File: src/hw/rtl/xmcr_pkg.sv
// ============================================================================
// xmcr_pkg
// Shared constants, codes and controller/datapath handshake types for the
// XMODEM checksum receiver.
// ============================================================================
package xmcr_pkg;

    // Default geometry, handed to the top-level parameters
    localparam int unsigned PAGE_BYTES_DEF      = 128;
    localparam int unsigned FLASH_ADDR_BITS_DEF = 24;

    // Timeout register reset value
    localparam logic [15:0] TIMEOUT_RST = 16'd30000;

    // Protocol bytes
    localparam logic [7:0] HDR_SOH = 8'h01;
    localparam logic [7:0] HDR_EOT = 8'h04;
    localparam logic [7:0] RPL_ACK = 8'h06;
    localparam logic [7:0] RPL_NAK = 8'h15;

    // Request type codes
    localparam logic [1:0] REQ_START = 2'd0;
    localparam logic [1:0] REQ_BYTE  = 2'd1;
    localparam logic [1:0] REQ_TICK  = 2'd2;

    // Result kind codes
    localparam logic [1:0] KIND_REPLY = 2'd0;
    localparam logic [1:0] KIND_ERASE = 2'd1;
    localparam logic [1:0] KIND_WORD  = 2'd2;

    // Receive phase
    typedef enum logic [2:0] {
        PH_HEADER,
        PH_NUMBER,
        PH_INVERSE,
        PH_DATA,
        PH_SUM
    } t_phase;

    // What one request asks of the controller
    typedef enum logic [1:0] {
        ACT_NONE,
        ACT_NAK,
        ACT_ACK,
        ACT_COMMIT
    } t_action;

    // Which result the output register loads
    typedef enum logic [2:0] {
        OSEL_NAK,
        OSEL_ACK,
        OSEL_ERASE,
        OSEL_WORD,
        OSEL_PAGE_ACK
    } t_out_sel;

    // Controller states
    typedef enum logic [2:0] {
        S_IDLE,
        S_EVAL,
        S_NAK,
        S_ACK,
        S_ERASE,
        S_RD,
        S_WORD,
        S_DONE
    } t_state;

    // Controller to datapath
    typedef struct packed {
        logic     latch;     // capture the accepted request
        logic     apply;     // update receiver state from the captured request
        logic     out_load;  // load the output register
        t_out_sel out_sel;
        logic     word_clr;  // restart the page word counter
        logic     word_inc;  // step the page word counter
    } t_dp_cmd;

    // Datapath to controller
    typedef struct packed {
        t_action action;
        logic    erase_pending;
        logic    last_word;
        logic    out_free;
    } t_dp_status;

endpackage

File: src/hw/rtl/xmcr_if.sv
// ============================================================================
// xmcr_if
// Valid/ready channels of the receiver: the request channel and the result
// channel.
// ============================================================================
interface xmcr_req_if;
    logic       valid;
    logic       ready;
    logic [1:0] req_type;
    logic [7:0] rx_byte;

    modport source (output valid, output req_type, output rx_byte, input ready);
    modport sink   (input valid, input req_type, input rx_byte, output ready);
endinterface

interface xmcr_res_if;
    logic        valid;
    logic        ready;
    logic [1:0]  out_kind;
    logic [7:0]  reply_byte;
    logic [23:0] flash_addr;
    logic [63:0] page_word;
    logic        last;

    modport source (
        output valid, output out_kind, output reply_byte, output flash_addr,
        output page_word, output last, input ready
    );
    modport sink (
        input valid, input out_kind, input reply_byte, input flash_addr,
        input page_word, input last, output ready
    );
endinterface

File: src/hw/rtl/xmcr_ctrl.sv
// ============================================================================
// xmcr_ctrl
// Sequencer: takes one request, has the datapath evaluate it, then walks the
// result sequence, if any (reply, or erase / page words / ACK) into the output
// register.
// ============================================================================
module xmcr_ctrl (
    input  logic               i_clk,
    input  logic               i_rst_n,
    input  logic               i_req_valid,
    output logic               o_req_ready,
    input  xmcr_pkg::t_dp_status i_status,
    output xmcr_pkg::t_dp_cmd  o_cmd
);
    import xmcr_pkg::*;

    t_state r_state;
    t_state n_state;

    // State register
    always_ff @(posedge i_clk) begin
        if (!i_rst_n) begin
            r_state <= S_IDLE;
        end else begin
            r_state <= n_state;
        end
    end

    // Next state and commands
    always_comb begin
        n_state     = r_state;
        o_cmd       = '0;
        o_req_ready = 1'b0;
        unique case (r_state)
            S_IDLE: begin
                o_req_ready = 1'b1;
                if (i_req_valid) begin
                    o_cmd.latch = 1'b1;
                    n_state     = S_EVAL;
                end
            end
            S_EVAL: begin
                o_cmd.apply = 1'b1;
                unique case (i_status.action)
                    ACT_NONE: n_state = S_IDLE;
                    ACT_NAK:  n_state = S_NAK;
                    ACT_ACK:  n_state = S_ACK;
                    ACT_COMMIT: begin
                        if (i_status.erase_pending) begin
                            n_state = S_ERASE;
                        end else begin
                            o_cmd.word_clr = 1'b1;
                            n_state        = S_RD;
                        end
                    end
                    default: n_state = S_IDLE;
                endcase
            end
            S_NAK: begin
                if (i_status.out_free) begin
                    o_cmd.out_load = 1'b1;
                    o_cmd.out_sel  = OSEL_NAK;
                    n_state        = S_IDLE;
                end
            end
            S_ACK: begin
                if (i_status.out_free) begin
                    o_cmd.out_load = 1'b1;
                    o_cmd.out_sel  = OSEL_ACK;
                    n_state        = S_IDLE;
                end
            end
            S_ERASE: begin
                if (i_status.out_free) begin
                    o_cmd.out_load = 1'b1;
                    o_cmd.out_sel  = OSEL_ERASE;
                    o_cmd.word_clr = 1'b1;
                    n_state        = S_RD;
                end
            end
            // buffer read in flight
            S_RD: begin
                n_state = S_WORD;
            end
            S_WORD: begin
                if (i_status.out_free) begin
                    o_cmd.out_load = 1'b1;
                    o_cmd.out_sel  = OSEL_WORD;
                    if (i_status.last_word) begin
                        n_state = S_DONE;
                    end else begin
                        o_cmd.word_inc = 1'b1;
                        n_state        = S_RD;
                    end
                end
            end
            S_DONE: begin
                if (i_status.out_free) begin
                    o_cmd.out_load = 1'b1;
                    o_cmd.out_sel  = OSEL_PAGE_ACK;
                    n_state        = S_IDLE;
                end
            end
            default: n_state = S_IDLE;
        endcase
    end

endmodule

File: src/hw/rtl/xmcr_dp.sv
// ============================================================================
// xmcr_dp
// Receiver datapath: protocol state, page buffer memory, timeout register
// and the result output register.
// ============================================================================
module xmcr_dp #(
    parameter int unsigned PAGE_BYTES      = xmcr_pkg::PAGE_BYTES_DEF,
    parameter int unsigned FLASH_ADDR_BITS = xmcr_pkg::FLASH_ADDR_BITS_DEF
) (
    input  logic                 i_clk,
    input  logic                 i_rst_n,
    input  logic                 i_cfg_wr_en,
    input  logic [15:0]          i_cfg_wr_data,
    input  logic [1:0]           i_req_type,
    input  logic [7:0]           i_rx_byte,
    input  xmcr_pkg::t_dp_cmd    i_cmd,
    output xmcr_pkg::t_dp_status o_status,
    xmcr_res_if.source           o_res
);
    import xmcr_pkg::*;

    localparam int unsigned WORDS = (PAGE_BYTES + 7) / 8;
    localparam int unsigned WIW   = (WORDS > 1) ? $clog2(WORDS) : 1;
    localparam int unsigned BIW   = $clog2(PAGE_BYTES + 1);
    localparam int unsigned AW    = FLASH_ADDR_BITS;

    // Configuration and captured request
    logic [15:0] r_timeout;
    logic [1:0]  r_req_type;
    logic [7:0]  r_rx_byte;

    // Protocol state
    logic           r_active,     n_active;
    t_phase         r_phase,      n_phase;
    logic [15:0]    r_tick,       n_tick;
    logic [7:0]     r_pnum,       n_pnum;
    logic [7:0]     r_pinv,       n_pinv;
    logic [7:0]     r_last_good,  n_last_good;
    logic [BIW-1:0] r_byte_idx,   n_byte_idx;
    logic [7:0]     r_sum,        n_sum;
    logic           r_erase_pend;
    logic [AW-1:0]  r_page_addr;
    logic           buf_wr;
    logic           open_sess;
    t_action        action;

    // Page buffer, one 64-bit word per row, byte-lane writes
    logic [63:0]    r_mem [WORDS];
    logic [63:0]    r_rdata;
    logic [WIW-1:0] r_word;
    logic [WIW-1:0] wr_row;

    // Output register
    logic        r_out_valid;
    logic [1:0]  r_out_kind;
    logic [7:0]  r_out_reply;
    logic [23:0] r_out_addr;
    logic [63:0] r_out_word;
    logic        r_out_last;

    logic [16:0]   tick_inc;
    logic [BIW-1:0] idx_inc;
    logic          pkt_good;
    logic [63:0]   word_masked;
    logic [AW-1:0] word_addr;
    logic [WIW+2:0] byte_pos;
    logic          out_free;

    assign tick_inc = {1'b0, r_tick} + 17'd1;
    assign idx_inc  = r_byte_idx + 1'b1;
    assign pkt_good = (r_rx_byte == r_sum) && (r_pnum == (r_pinv ^ 8'hFF))
                   && (r_pnum == 8'(r_last_good + 8'd1));
    assign wr_row   = WIW'(r_byte_idx >> 3);

    // Request evaluation: next protocol state and the action it causes
    always_comb begin
        n_active    = r_active;
        n_phase     = r_phase;
        n_tick      = r_tick;
        n_pnum      = r_pnum;
        n_pinv      = r_pinv;
        n_last_good = r_last_good;
        n_byte_idx  = r_byte_idx;
        n_sum       = r_sum;
        buf_wr      = 1'b0;
        open_sess   = 1'b0;
        action      = ACT_NONE;
        priority if (r_req_type == REQ_START) begin
            open_sess   = 1'b1;
            n_active    = 1'b1;
            n_phase     = PH_HEADER;
            n_tick      = '0;
            n_pnum      = '0;
            n_pinv      = '0;
            n_last_good = '0;
            n_byte_idx  = '0;
            n_sum       = '0;
            action      = ACT_NAK;
        end else if (!r_active) begin
            action = ACT_NONE;
        end else if (r_req_type == REQ_TICK) begin
            if (tick_inc >= {1'b0, r_timeout}) begin
                n_tick  = '0;
                n_phase = PH_HEADER;
                action  = ACT_NAK;
            end else begin
                n_tick = tick_inc[15:0];
            end
        end else if (r_req_type == REQ_BYTE) begin
            n_tick = '0;
            unique case (r_phase)
                PH_HEADER: begin
                    if (r_rx_byte == HDR_EOT) begin
                        n_active = 1'b0;
                        action   = ACT_ACK;
                    end else if (r_rx_byte == HDR_SOH) begin
                        n_phase = PH_NUMBER;
                    end
                end
                PH_NUMBER: begin
                    n_pnum  = r_rx_byte;
                    n_phase = PH_INVERSE;
                end
                PH_INVERSE: begin
                    n_pinv     = r_rx_byte;
                    n_byte_idx = '0;
                    n_sum      = '0;
                    n_phase    = PH_DATA;
                end
                PH_DATA: begin
                    buf_wr     = 1'b1;
                    n_sum      = r_sum + r_rx_byte;
                    n_byte_idx = idx_inc;
                    if (idx_inc >= BIW'(PAGE_BYTES)) begin
                        n_phase = PH_SUM;
                    end
                end
                // checksum byte closes the packet
                default: begin
                    n_phase = PH_HEADER;
                    if (pkt_good) begin
                        n_last_good = r_pnum;
                        action      = ACT_COMMIT;
                    end else begin
                        action = ACT_NAK;
                    end
                end
            endcase
        end else begin
            action = ACT_NONE;
        end
    end

    // Config, request capture and protocol state
    always_ff @(posedge i_clk) begin
        if (!i_rst_n) begin
            r_timeout   <= TIMEOUT_RST;
            r_active    <= 1'b0;
            r_phase     <= PH_HEADER;
            r_tick      <= '0;
            r_pnum      <= '0;
            r_pinv      <= '0;
            r_last_good <= '0;
            r_byte_idx  <= '0;
            r_sum       <= '0;
        end else begin
            if (i_cfg_wr_en) begin
                r_timeout <= i_cfg_wr_data;
            end
            if (i_cmd.apply) begin
                r_active    <= n_active;
                r_phase     <= n_phase;
                r_tick      <= n_tick;
                r_pnum      <= n_pnum;
                r_pinv      <= n_pinv;
                r_last_good <= n_last_good;
                r_byte_idx  <= n_byte_idx;
                r_sum       <= n_sum;
            end
        end
    end

    always_ff @(posedge i_clk) begin
        if (i_cmd.latch) begin
            r_req_type <= i_req_type;
            r_rx_byte  <= i_rx_byte;
        end
    end

    // Page buffer write and registered read
    always_ff @(posedge i_clk) begin
        if (i_cmd.apply && buf_wr) begin
            r_mem[wr_row][{r_byte_idx[2:0], 3'b000} +: 8] <= r_rx_byte;
        end
        r_rdata <= r_mem[r_word];
    end

    // Page word counter
    always_ff @(posedge i_clk) begin
        if (!i_rst_n) begin
            r_word <= '0;
        end else if (i_cmd.word_clr) begin
            r_word <= '0;
        end else if (i_cmd.word_inc) begin
            r_word <= r_word + 1'b1;
        end
    end

    // Zero the lanes past the end of the page
    always_comb begin
        word_masked = '0;
        byte_pos    = '0;
        for (int l = 0; l < 8; l++) begin
            byte_pos = {r_word, 3'(l)};
            if (32'(byte_pos) < 32'(PAGE_BYTES)) begin
                word_masked[l*8 +: 8] = r_rdata[l*8 +: 8];
            end
        end
    end

    assign word_addr = r_page_addr + AW'({r_word, 3'b000});
    assign out_free  = !r_out_valid || o_res.ready;

    // Erase flag and running flash address
    always_ff @(posedge i_clk) begin
        if (!i_rst_n) begin
            r_erase_pend <= 1'b1;
            r_page_addr  <= '0;
        end else if (i_cmd.apply && open_sess) begin
            r_erase_pend <= 1'b1;
            r_page_addr  <= '0;
        end else if (i_cmd.out_load) begin
            if (i_cmd.out_sel == OSEL_ERASE) begin
                r_erase_pend <= 1'b0;
            end
            if (i_cmd.out_sel == OSEL_PAGE_ACK) begin
                r_page_addr <= r_page_addr + AW'(PAGE_BYTES);
            end
        end
    end

    // Output register valid
    always_ff @(posedge i_clk) begin
        if (!i_rst_n) begin
            r_out_valid <= 1'b0;
        end else if (i_cmd.out_load) begin
            r_out_valid <= 1'b1;
        end else if (o_res.ready) begin
            r_out_valid <= 1'b0;
        end
    end

    // Output register payload
    always_ff @(posedge i_clk) begin
        if (i_cmd.out_load) begin
            r_out_kind  <= KIND_REPLY;
            r_out_reply <= '0;
            r_out_addr  <= '0;
            r_out_word  <= '0;
            r_out_last  <= 1'b1;
            unique case (i_cmd.out_sel)
                OSEL_NAK: r_out_reply <= RPL_NAK;
                OSEL_ACK, OSEL_PAGE_ACK: r_out_reply <= RPL_ACK;
                OSEL_ERASE: begin
                    r_out_kind <= KIND_ERASE;
                    r_out_last <= 1'b0;
                end
                OSEL_WORD: begin
                    r_out_kind <= KIND_WORD;
                    r_out_addr <= 24'(32'(word_addr));
                    r_out_word <= word_masked;
                    r_out_last <= 1'b0;
                end
                default: r_out_reply <= RPL_NAK;
            endcase
        end
    end

    assign o_res.valid      = r_out_valid;
    assign o_res.out_kind   = r_out_kind;
    assign o_res.reply_byte = r_out_reply;
    assign o_res.flash_addr = r_out_addr;
    assign o_res.page_word  = r_out_word;
    assign o_res.last       = r_out_last;

    assign o_status.action        = action;
    assign o_status.erase_pending = r_erase_pend;
    assign o_status.last_word     = (r_word == WIW'(WORDS - 1));
    assign o_status.out_free      = out_free;

endmodule

File: src/hw/rtl/xmodem_checksum_receiver_top.sv
// ============================================================================
// xmodem_checksum_receiver_top
// XMODEM receiver with 8-bit checksum: takes start / byte / tick requests,
// replies ACK or NAK and turns each good packet into page program results,
// preceded by a flash erase for the first packet of a session.
// ============================================================================
//  channel   dir  handshake        payload
//  i_req     in   valid/ready      req_type, rx_byte
//  o_res     out  valid/ready      out_kind, reply_byte, flash_addr,
//                                  page_word, last
//  i_cfg_*   in   write enable     timeout_ticks (16 bits)
//
//  A request passes capture (S_IDLE) and evaluate (S_EVAL); one with a reply
//  then loads it into the output register. A good packet loads an erase on the
//  first block, then each of the ceil(PAGE_BYTES/8) page words after its read
//  through the page buffer RAM's registered read port (S_RD), then the ACK.
//  Each result waits in the output register while o_res.ready is low; the next
//  request is accepted while the final result still waits there.
//  Reset is synchronous; the page buffer is not cleared, every byte of it is
//  written before a commit reads it.
// ============================================================================
module xmodem_checksum_receiver_top #(
    parameter int unsigned PAGE_BYTES      = xmcr_pkg::PAGE_BYTES_DEF,
    parameter int unsigned FLASH_ADDR_BITS = xmcr_pkg::FLASH_ADDR_BITS_DEF
) (
    input  logic        i_clk,
    input  logic        i_rst_n,
    input  logic        i_cfg_wr_en,
    input  logic [15:0] i_cfg_wr_data,
    xmcr_req_if.sink    i_req,
    xmcr_res_if.source  o_res
);
    import xmcr_pkg::*;

    t_dp_cmd    cmd;
    t_dp_status status;
    logic       req_ready;

    assign i_req.ready = req_ready;

    // Sequencer
    xmcr_ctrl u_ctrl (
        .i_clk       (i_clk),
        .i_rst_n     (i_rst_n),
        .i_req_valid (i_req.valid),
        .o_req_ready (req_ready),
        .i_status    (status),
        .o_cmd       (cmd)
    );

    // Datapath
    xmcr_dp #(
        .PAGE_BYTES      (PAGE_BYTES),
        .FLASH_ADDR_BITS (FLASH_ADDR_BITS)
    ) u_dp (
        .i_clk         (i_clk),
        .i_rst_n       (i_rst_n),
        .i_cfg_wr_en   (i_cfg_wr_en),
        .i_cfg_wr_data (i_cfg_wr_data),
        .i_req_type    (i_req.req_type),
        .i_rx_byte     (i_req.rx_byte),
        .i_cmd         (cmd),
        .o_status      (status),
        .o_res         (o_res)
    );

endmodule
File: src/flat_wrapper.sv
// flat-port wrapper written by rule: the top's interface ports become plain ports
module xmodem_checksum_receiver_top_flat import xmcr_pkg::*;
#(
    parameter int unsigned PAGE_BYTES      = xmcr_pkg::PAGE_BYTES_DEF,
    parameter int unsigned FLASH_ADDR_BITS = xmcr_pkg::FLASH_ADDR_BITS_DEF
)
  (i_clk, i_rst_n, i_cfg_wr_en, i_cfg_wr_data, i_req_valid, i_req_req_type, i_req_rx_byte, i_req_ready, o_res_valid, o_res_out_kind, o_res_reply_byte, o_res_flash_addr, o_res_page_word, o_res_last, o_res_ready);
  xmcr_req_if i_req_i ();
  xmcr_res_if o_res_i ();
  input  logic i_clk;
  input  logic i_rst_n;
  input  logic i_cfg_wr_en;
  input  logic [15:0] i_cfg_wr_data;
  input wire logic [$bits(i_req_i.valid)-1:0] i_req_valid;
  input wire logic [$bits(i_req_i.req_type)-1:0] i_req_req_type;
  input wire logic [$bits(i_req_i.rx_byte)-1:0] i_req_rx_byte;
  output wire logic [$bits(i_req_i.ready)-1:0] i_req_ready;
  output wire logic [$bits(o_res_i.valid)-1:0] o_res_valid;
  output wire logic [$bits(o_res_i.out_kind)-1:0] o_res_out_kind;
  output wire logic [$bits(o_res_i.reply_byte)-1:0] o_res_reply_byte;
  output wire logic [$bits(o_res_i.flash_addr)-1:0] o_res_flash_addr;
  output wire logic [$bits(o_res_i.page_word)-1:0] o_res_page_word;
  output wire logic [$bits(o_res_i.last)-1:0] o_res_last;
  input wire logic [$bits(o_res_i.ready)-1:0] o_res_ready;
  assign i_req_i.valid = i_req_valid;
  assign i_req_i.req_type = i_req_req_type;
  assign i_req_i.rx_byte = i_req_rx_byte;
  assign i_req_ready = i_req_i.ready;
  assign o_res_valid = o_res_i.valid;
  assign o_res_out_kind = o_res_i.out_kind;
  assign o_res_reply_byte = o_res_i.reply_byte;
  assign o_res_flash_addr = o_res_i.flash_addr;
  assign o_res_page_word = o_res_i.page_word;
  assign o_res_last = o_res_i.last;
  assign o_res_i.ready = o_res_ready;
  xmodem_checksum_receiver_top #(.PAGE_BYTES(PAGE_BYTES), .FLASH_ADDR_BITS(FLASH_ADDR_BITS)) u_core (.i_clk(i_clk), .i_rst_n(i_rst_n), .i_cfg_wr_en(i_cfg_wr_en), .i_cfg_wr_data(i_cfg_wr_data), .i_req(i_req_i), .o_res(o_res_i));
endmodule
File: config.mk
export PLATFORM = sky130hd
export DESIGN_NAME = xmodem_checksum_receiver_top_flat
export DESIGN_NICKNAME = d
export VERILOG_FILES = /design/src/hw/rtl/xmcr_pkg.sv /design/src/hw/rtl/xmcr_if.sv /design/src/hw/rtl/xmcr_ctrl.sv /design/src/hw/rtl/xmcr_dp.sv /design/src/hw/rtl/xmodem_checksum_receiver_top.sv /design/src/flat_wrapper.sv
export SDC_FILE = /design/constraint.sdc
export NUM_CORES = 2
export LEC_CHECK = 0
export BUFFER_PORTS_ARGS = -buffer_cell sky130_fd_sc_hd__buf_2
export CAP_MARGIN = 20
export CORE_ASPECT_RATIO = 0.8
export CORE_MARGIN = 5
export CORE_UTILIZATION = 40
export CTS_CLUSTER_DIAMETER = 150
export DETAILED_ROUTE_END_ITERATION = 10
export PLACE_DENSITY = 0.6
export RECOVER_POWER = 100
export SYNTH_ARGS = -nofsm -noshare
export SYNTH_HDL_FRONTEND = slang
export SYNTH_HIERARCHICAL = 1
export SYNTH_SLANG_ARGS = --single-unit
File: constraint.sdc
create_clock -name i_clk -period 4.9 [get_ports i_clk]
set_clock_uncertainty 0.05 [all_clocks]
set_input_delay 0.98 -clock i_clk [delete_from_list [all_inputs] [get_ports i_clk]]
set_output_delay 0.98 -clock i_clk [all_outputs]
set_load 0.02 [all_outputs]
# Word-level counts from Yosys, hierarchy flattened
# Memories as Yosys holds them, arrays and structs flattened. A register that Yosys moved wholly into a read port is not among the register bits.
# Cells that the tools add are included.
op_classes:
  shift: 2
  add_sub_neg: 8
  n_reduce_logical: 34
  mux: 91
  order_cmp: 2
  n_eq_ne: 35
  bitwise: 2
ops:
  columns: ["operator", "n"]
  rows:
  - ["2-to-1 mux 8 bit", 24]
  - ["2-to-1 mux 16 bit", 5]
  - ["2-to-1 mux 64 bit", 1]
  - ["variable shift 8 x 8 -> 64 bit, first input constant", 1]
  - ["indexed part select 8 x 8 -> 64 bit", 1]
  - ["2-to-1 mux 3 bit", 12]
  - ["case mux 8 bit (2 select lines)", 2]
  - ["2-to-1 mux 1 bit", 27]
  - ["adder 24 x 7 -> 24 bit", 1]
  - ["adder 24 x 8 -> 24 bit, second input constant", 1]
  - ["== test 8 bit", 3]
  - ["case mux 3 bit (4 select lines)", 2]
  - ["case mux 4 bit (5 select lines)", 1]
  - ["== test 3 x 2 -> 1 bit, second input constant", 6]
  - ["case mux 3 bit (6 select lines)", 1]
  - ["adder 16 x 1 -> 17 bit, second input constant", 1]
  - ["greater-or-equal comparator 17 x 16 -> 1 bit", 1]
  - ["adder 8 x 1 -> 8 bit, second input constant", 2]
  - ["2-to-1 mux 4 bit", 4]
  - ["== test 3 bit, second input constant", 5]
  - ["AND reduction 5 bit", 3]
  - ["2-to-1 mux 2 bit", 7]
  - ["inequality test 4 bit, second input constant", 3]
  - ["nonzero test 2 bit", 6]
  - ["33 further kinds", 54]
totals:
  regBits: 218
  input_bits: 31
  mem_count: 1
  output_inout_bits: 101
  mem_bits_rw: 1024
  wordCells: 196
mem_list:
  columns: ["name", "words", "word_bits", "read_ports", "rd_clocked_by_memory_dff", "write_ports", "line", "text"]
  rows:
  - ["u_core.u_dp.r_mem", 16, 64, 1, 1, 1, "xmcr_dp.sv:48", "logic [63:0] r_mem [WORDS];"]

# Longest topological paths before layout
logic_depth:
  ltp_word: 14
  depth_mapped: 19
  mapped_depth_nobuf: 19

# Hierarchy
# The synthesis kept the hierarchy.
by_module_without_submodules:
  columns: ["mod", "cells_each", "seq_area_each_um2", "n_inst", "area_each_um2"]
  rows:
  - ["xmcr_dp", 2611, 37015.5, 1, 49925.4]
  - ["xmcr_ctrl", 39, 60.1, 1, 302.8]

# Worst setup path before layout
# Ideal clock, no wire load.
synth_path:
  path_kind: "input port to flip-flop"
  startpoint: "input port o_res_ready"
  endpoint: "register u_core.u_dp.r_page_addr[22]"
  slack_ns: -0.025
  stages: 9
  arrival_ns: 4.747
  path_buffers: 1
  setup_ns: 0.128
  t_required_ns: 4.722
  path_cell_list: "nand2b_1 -> buf_4 -> o21a_1 -> and4bb_1 -> nand4_1 -> nor3_1 -> nand3_1 -> xor2_1 -> nor2_1"
synth_rtl:
  columns: ["item", "line", "text"]
  rows:
  - ["start: declaration", "flat_wrapper.sv:24", "input wire logic [$bits(o_res_i.ready)-1:0] o_res_ready;"]
  - ["end signal: assignment", "xmcr_dp.sv:237", "r_page_addr <= r_page_addr + AW'(PAGE_BYTES);"]
  - ["end: declaration", "xmcr_dp.sv:42", "logic [AW-1:0] r_page_addr;"]

==> impl_metrics.env <==
export IMPL_outcome="complete, but fails checks"
export IMPL_violations="max-capacitance violations, max-slew violations"
export IMPL_finish_net_count=2935
export IMPL_grt_total_usage_pct=18.00
export IMPL_synth_edf_count=1124
export IMPL_fmax_mhz=220.3
export IMPL_portBuffers=124
export IMPL_maxSlewHeadroom_pct=-95.67
export IMPL_via_per_inst=5.539
export IMPL_switching_share_pct=20.04
export IMPL_async_flop_share_pct=0
export IMPL_cap_violations=7
export IMPL_ant_nets=0
export IMPL_yosysWarnings=6
export IMPL_final_common_cell="edfxtp_1"
export IMPL_timing_hold_ws_ps=377.4
export IMPL_worstRegToRegCells=3
export IMPL_fin_crit_ps=4540
export IMPL_drive_gt1_share_pct=19.52
export IMPL_timing_final_crit_share_pct=92.65
export IMPL_place_congestion=0.8627
export IMPL_timing_rr_end="u_core/u_dp/r_rdata[34]"
export IMPL_numCtsBuffers=130
export IMPL_critical_path_cell_chain="clkbuf_2, mux4_2, mux4_2"
export IMPL_postCtsSetupBuffers=0
export IMPL_antenna_found_initial=6
export IMPL_drt_total_wl_um=119700
export IMPL_slew_violations=376
export IMPL_grt_max_degree=97
export IMPL_start_kind="flop"
export IMPL_ys_seq_area_share_pct=73.81
export IMPL_ys_seq_elements=1290
export IMPL_crit_path_top_delay_cell="clkbuf_2"
export IMPL_rsz0062_at_grt="false"
export IMPL_ys_types=80
export IMPL_cts_tree="yes"
export IMPL_drc_errors=0
export IMPL_fp_dieArea_mm2=0.1328
export IMPL_syn_inst=2650
export IMPL_wl_per_cell_um=25.86
export IMPL_p_switching_w=0.004377
export IMPL_die_w_um=406.2
export IMPL_r2r_slack_ps=360
export IMPL_hold_class="input port to flop"
export IMPL_critPathMaxStageDelay_ps=2170
export IMPL_cts_clk_slew_worst_paths_ps=60
export IMPL_fillerInstances=10570
export IMPL_p_int_w=0.01746
export IMPL_cts_root_buffer="clkbuf_16"
export IMPL_core_mm2=0.1250
export IMPL_rows=116
export IMPL_finalPower_w=0.02184
export IMPL_initial_core_util_pct=40.19
export IMPL_holdPathStages=1
export IMPL_tightestPinTransition_ps=2935
export IMPL_die_h_um=327.0
export IMPL_h_tree_depth=4
export IMPL_power_density_mw_per_mm2=384.0
export IMPL_drt_iter0_drc=2503
export IMPL_crit_top_cell="mux4_2"
export IMPL_min_from="i_req_rx_byte[4]"
export IMPL_vias=25640
export IMPL_multi_input_area_mm2=0.01238
export IMPL_pwr_share_clk_pct=44.0
export IMPL_drtPass1Iterations=6
export IMPL_grt_ovfl_total=0
export IMPL_clock_path_buffers=3
export IMPL_combPwrFrac_pct=1.6
export IMPL_ir_drop_v=0.0003164
export IMPL_crit_required_ps=5450
export IMPL_io_pins=132
export IMPL_seq_power_share_pct=54.5
export IMPL_layout_common_cells="1124 x edfxtp_1, 320 x mux4_2, 214 x clkbuf_1"
export IMPL_syn_area_per_cell_um2=18.95
export IMPL_hold_path_end="u_core/u_dp/r_rx_byte[4]"
export IMPL_pre_cts_slack_ps=283.7
export IMPL_power_leakage_nw=16.81
export IMPL_ff_latch_area_mm2=0.03709
export IMPL_hold_violations=0
export IMPL_criticalPathCategory="flop to flop"
export IMPL_first_global_vias=26080
export IMPL_setup_slack_ps=360.3
export IMPL_end_kind="flop"
export IMPL_netlist_area_mm2=0.05023
export IMPL_r2r_start="u_core/u_dp/r_word[1]"
export IMPL_setup_tns_ps=0
export IMPL_clkSinkCount=1290
export IMPL_synth_main_ff_cell="edfxtp_1"
export IMPL_finalSetupViolCount=0
export IMPL_critPathArrivalTime_ps=5090
export IMPL_syn2layout_area_growth_pct=13.23
export IMPL_crit_fanout=96
export IMPL_hpwl_um=76400
export IMPL_grt_pass1_wl_um=176600
export IMPL_clk_latency_ps=740
synth_stat cells (13+ instances only):
master | number | area share [%]
nand2_1 | 90 | 0.67
and3_1 | 24 | 0.30
o22ai_1 | 17 | 0.21
clkbuf_1 | 86 | 0.64
nor2_1 | 211 | 1.6
ha_1 | 31 | 0.77
xnor2_1 | 21 | 0.37
nand2b_1 | 13 | 0.16
dfxtp_1 | 166 | 6.6
a21oi_1 | 33 | 0.33
edfxtp_1 | 1124 | 67
nand4_1 | 23 | 0.29
and2_1 | 142 | 1.8
buf_2 | 32 | 0.32
xor2_1 | 25 | 0.44
mux2i_1 | 30 | 0.60
nor2b_1 | 22 | 0.27
inv_1 | 45 | 0.34
mux4_2 | 320 | 14
nand3_1 | 35 | 0.35
metal layers:
layer / wire, µm / vias up / track usage (%)
met5: 0 / - / 0
met4: 2562 / 0 / 5.098
met2: 54260 / 1064 / 27.08
met1: 52460 / 13460 / 26.39
li1: - / 10950 / -
met3: 10430 / 172 / 4.220
layout make-up:
cell class              count  share of cell area [%]
flip-flops and latches   1290                   65.21
multi-input cells        1177                   21.76
clock buffers             180                   6.362
well taps                1652                   3.634
repair buffers            228                   1.819
clock inverters            56                  0.9108
inverters                  45                  0.2970
diodes                      2                0.008800
how the worst max path moves through the flow:
stage / from / endpoint / slack (ps)
final: u_core/u_dp/r_word[1] / u_core/u_dp/r_rdata[34] / 360
after global routing: u_core/u_dp/o_res.valid / u_core/u_dp/o_res.page_word[28] / 50
after CTS: u_core/u_dp/r_tick[0] / u_core/u_dp/r_word[2] / 270
after detailed placement: u_core/u_dp/r_tick[0] / u_core/u_dp/r_word[2] / 280
after global placement: u_core/u_dp/r_tick[0] / u_core/u_dp/r_word[1] / 380
after floorplan: o_res_ready / u_core/u_dp/r_page_addr[22] / 950
worst max-delay path: cells and delay by family, from the launching register on:
kind,cells,cell delay [ps]
flops,1,1010
mux,2,1080
buf+inv,1,2170
sequential cells by signal (all words and copies together), names as in the netlist, 16 cells and up:
signal / count
u_core/u_dp/r_mem: 1024
u_core/u_dp/o_res.page_word: 64
u_core/u_dp/r_rdata: 64
u_core/u_dp/o_res.flash_addr: 21
u_core/u_dp/r_page_addr: 17
u_core/u_dp/r_tick: 16
u_core/u_dp/r_timeout: 16
logic make-up (layout without fill, tap and decap cells):
kind of cell | after synthesis | count (layout) | share of synthesized area (%)
flops | 1290 | 1290 | 73.81
simple gates | 618 | 618 | 6.320
mux | 351 | 351 | 14.97
buf+inv | 189 | 509 | 1.599
compound gates | 122 | 122 | 1.644
xor+xnor | 47 | 47 | 0.8345
fa+ha+maj | 32 | 32 | 0.8121
other cells | 1 | 9 | 0.007466
power by group through the flow:
| stage | sequential, W | combinational, W | clock (W) |
|---|---|---|---|
| CTS | 0.0119 | 0.000345 | 0.00986 |
| global route | 0.0119 | 0.000365 | 0.0103 |
| detailed placement | 0.0121 | 0.000343 | 0 |
| global placement | 0.0121 | 0.000335 | 0 |
| finish | 0.0119 | 0.000340 | 0.00961 |
| floorplan | 0.0121 | 0.000170 | 0 |
stage by stage:
| step | utilization [%] | instances | cell area [µm²] |
|---|---|---|---|
| 2_1_floorplan | - | 2656 | 50250 |
| 3_3_place_gp | 42.55 | 4389 | 53170 |
| 3_5_place_dp | 42.55 | 4389 | 53170 |
| 4_1_cts | 45.86 | 4625 | 57310 |
| 5_1_grt | 45.51 | 4628 | 56870 |
| 6_report | 45.51 | 4630 | 56870 |
what timing repair did:
item,4_1_cts,5_1_grt
setup endpoints to repair,0,4
gates resized for setup,0,1
hold buffers,0,0
(Power assumes the default switching activity.)
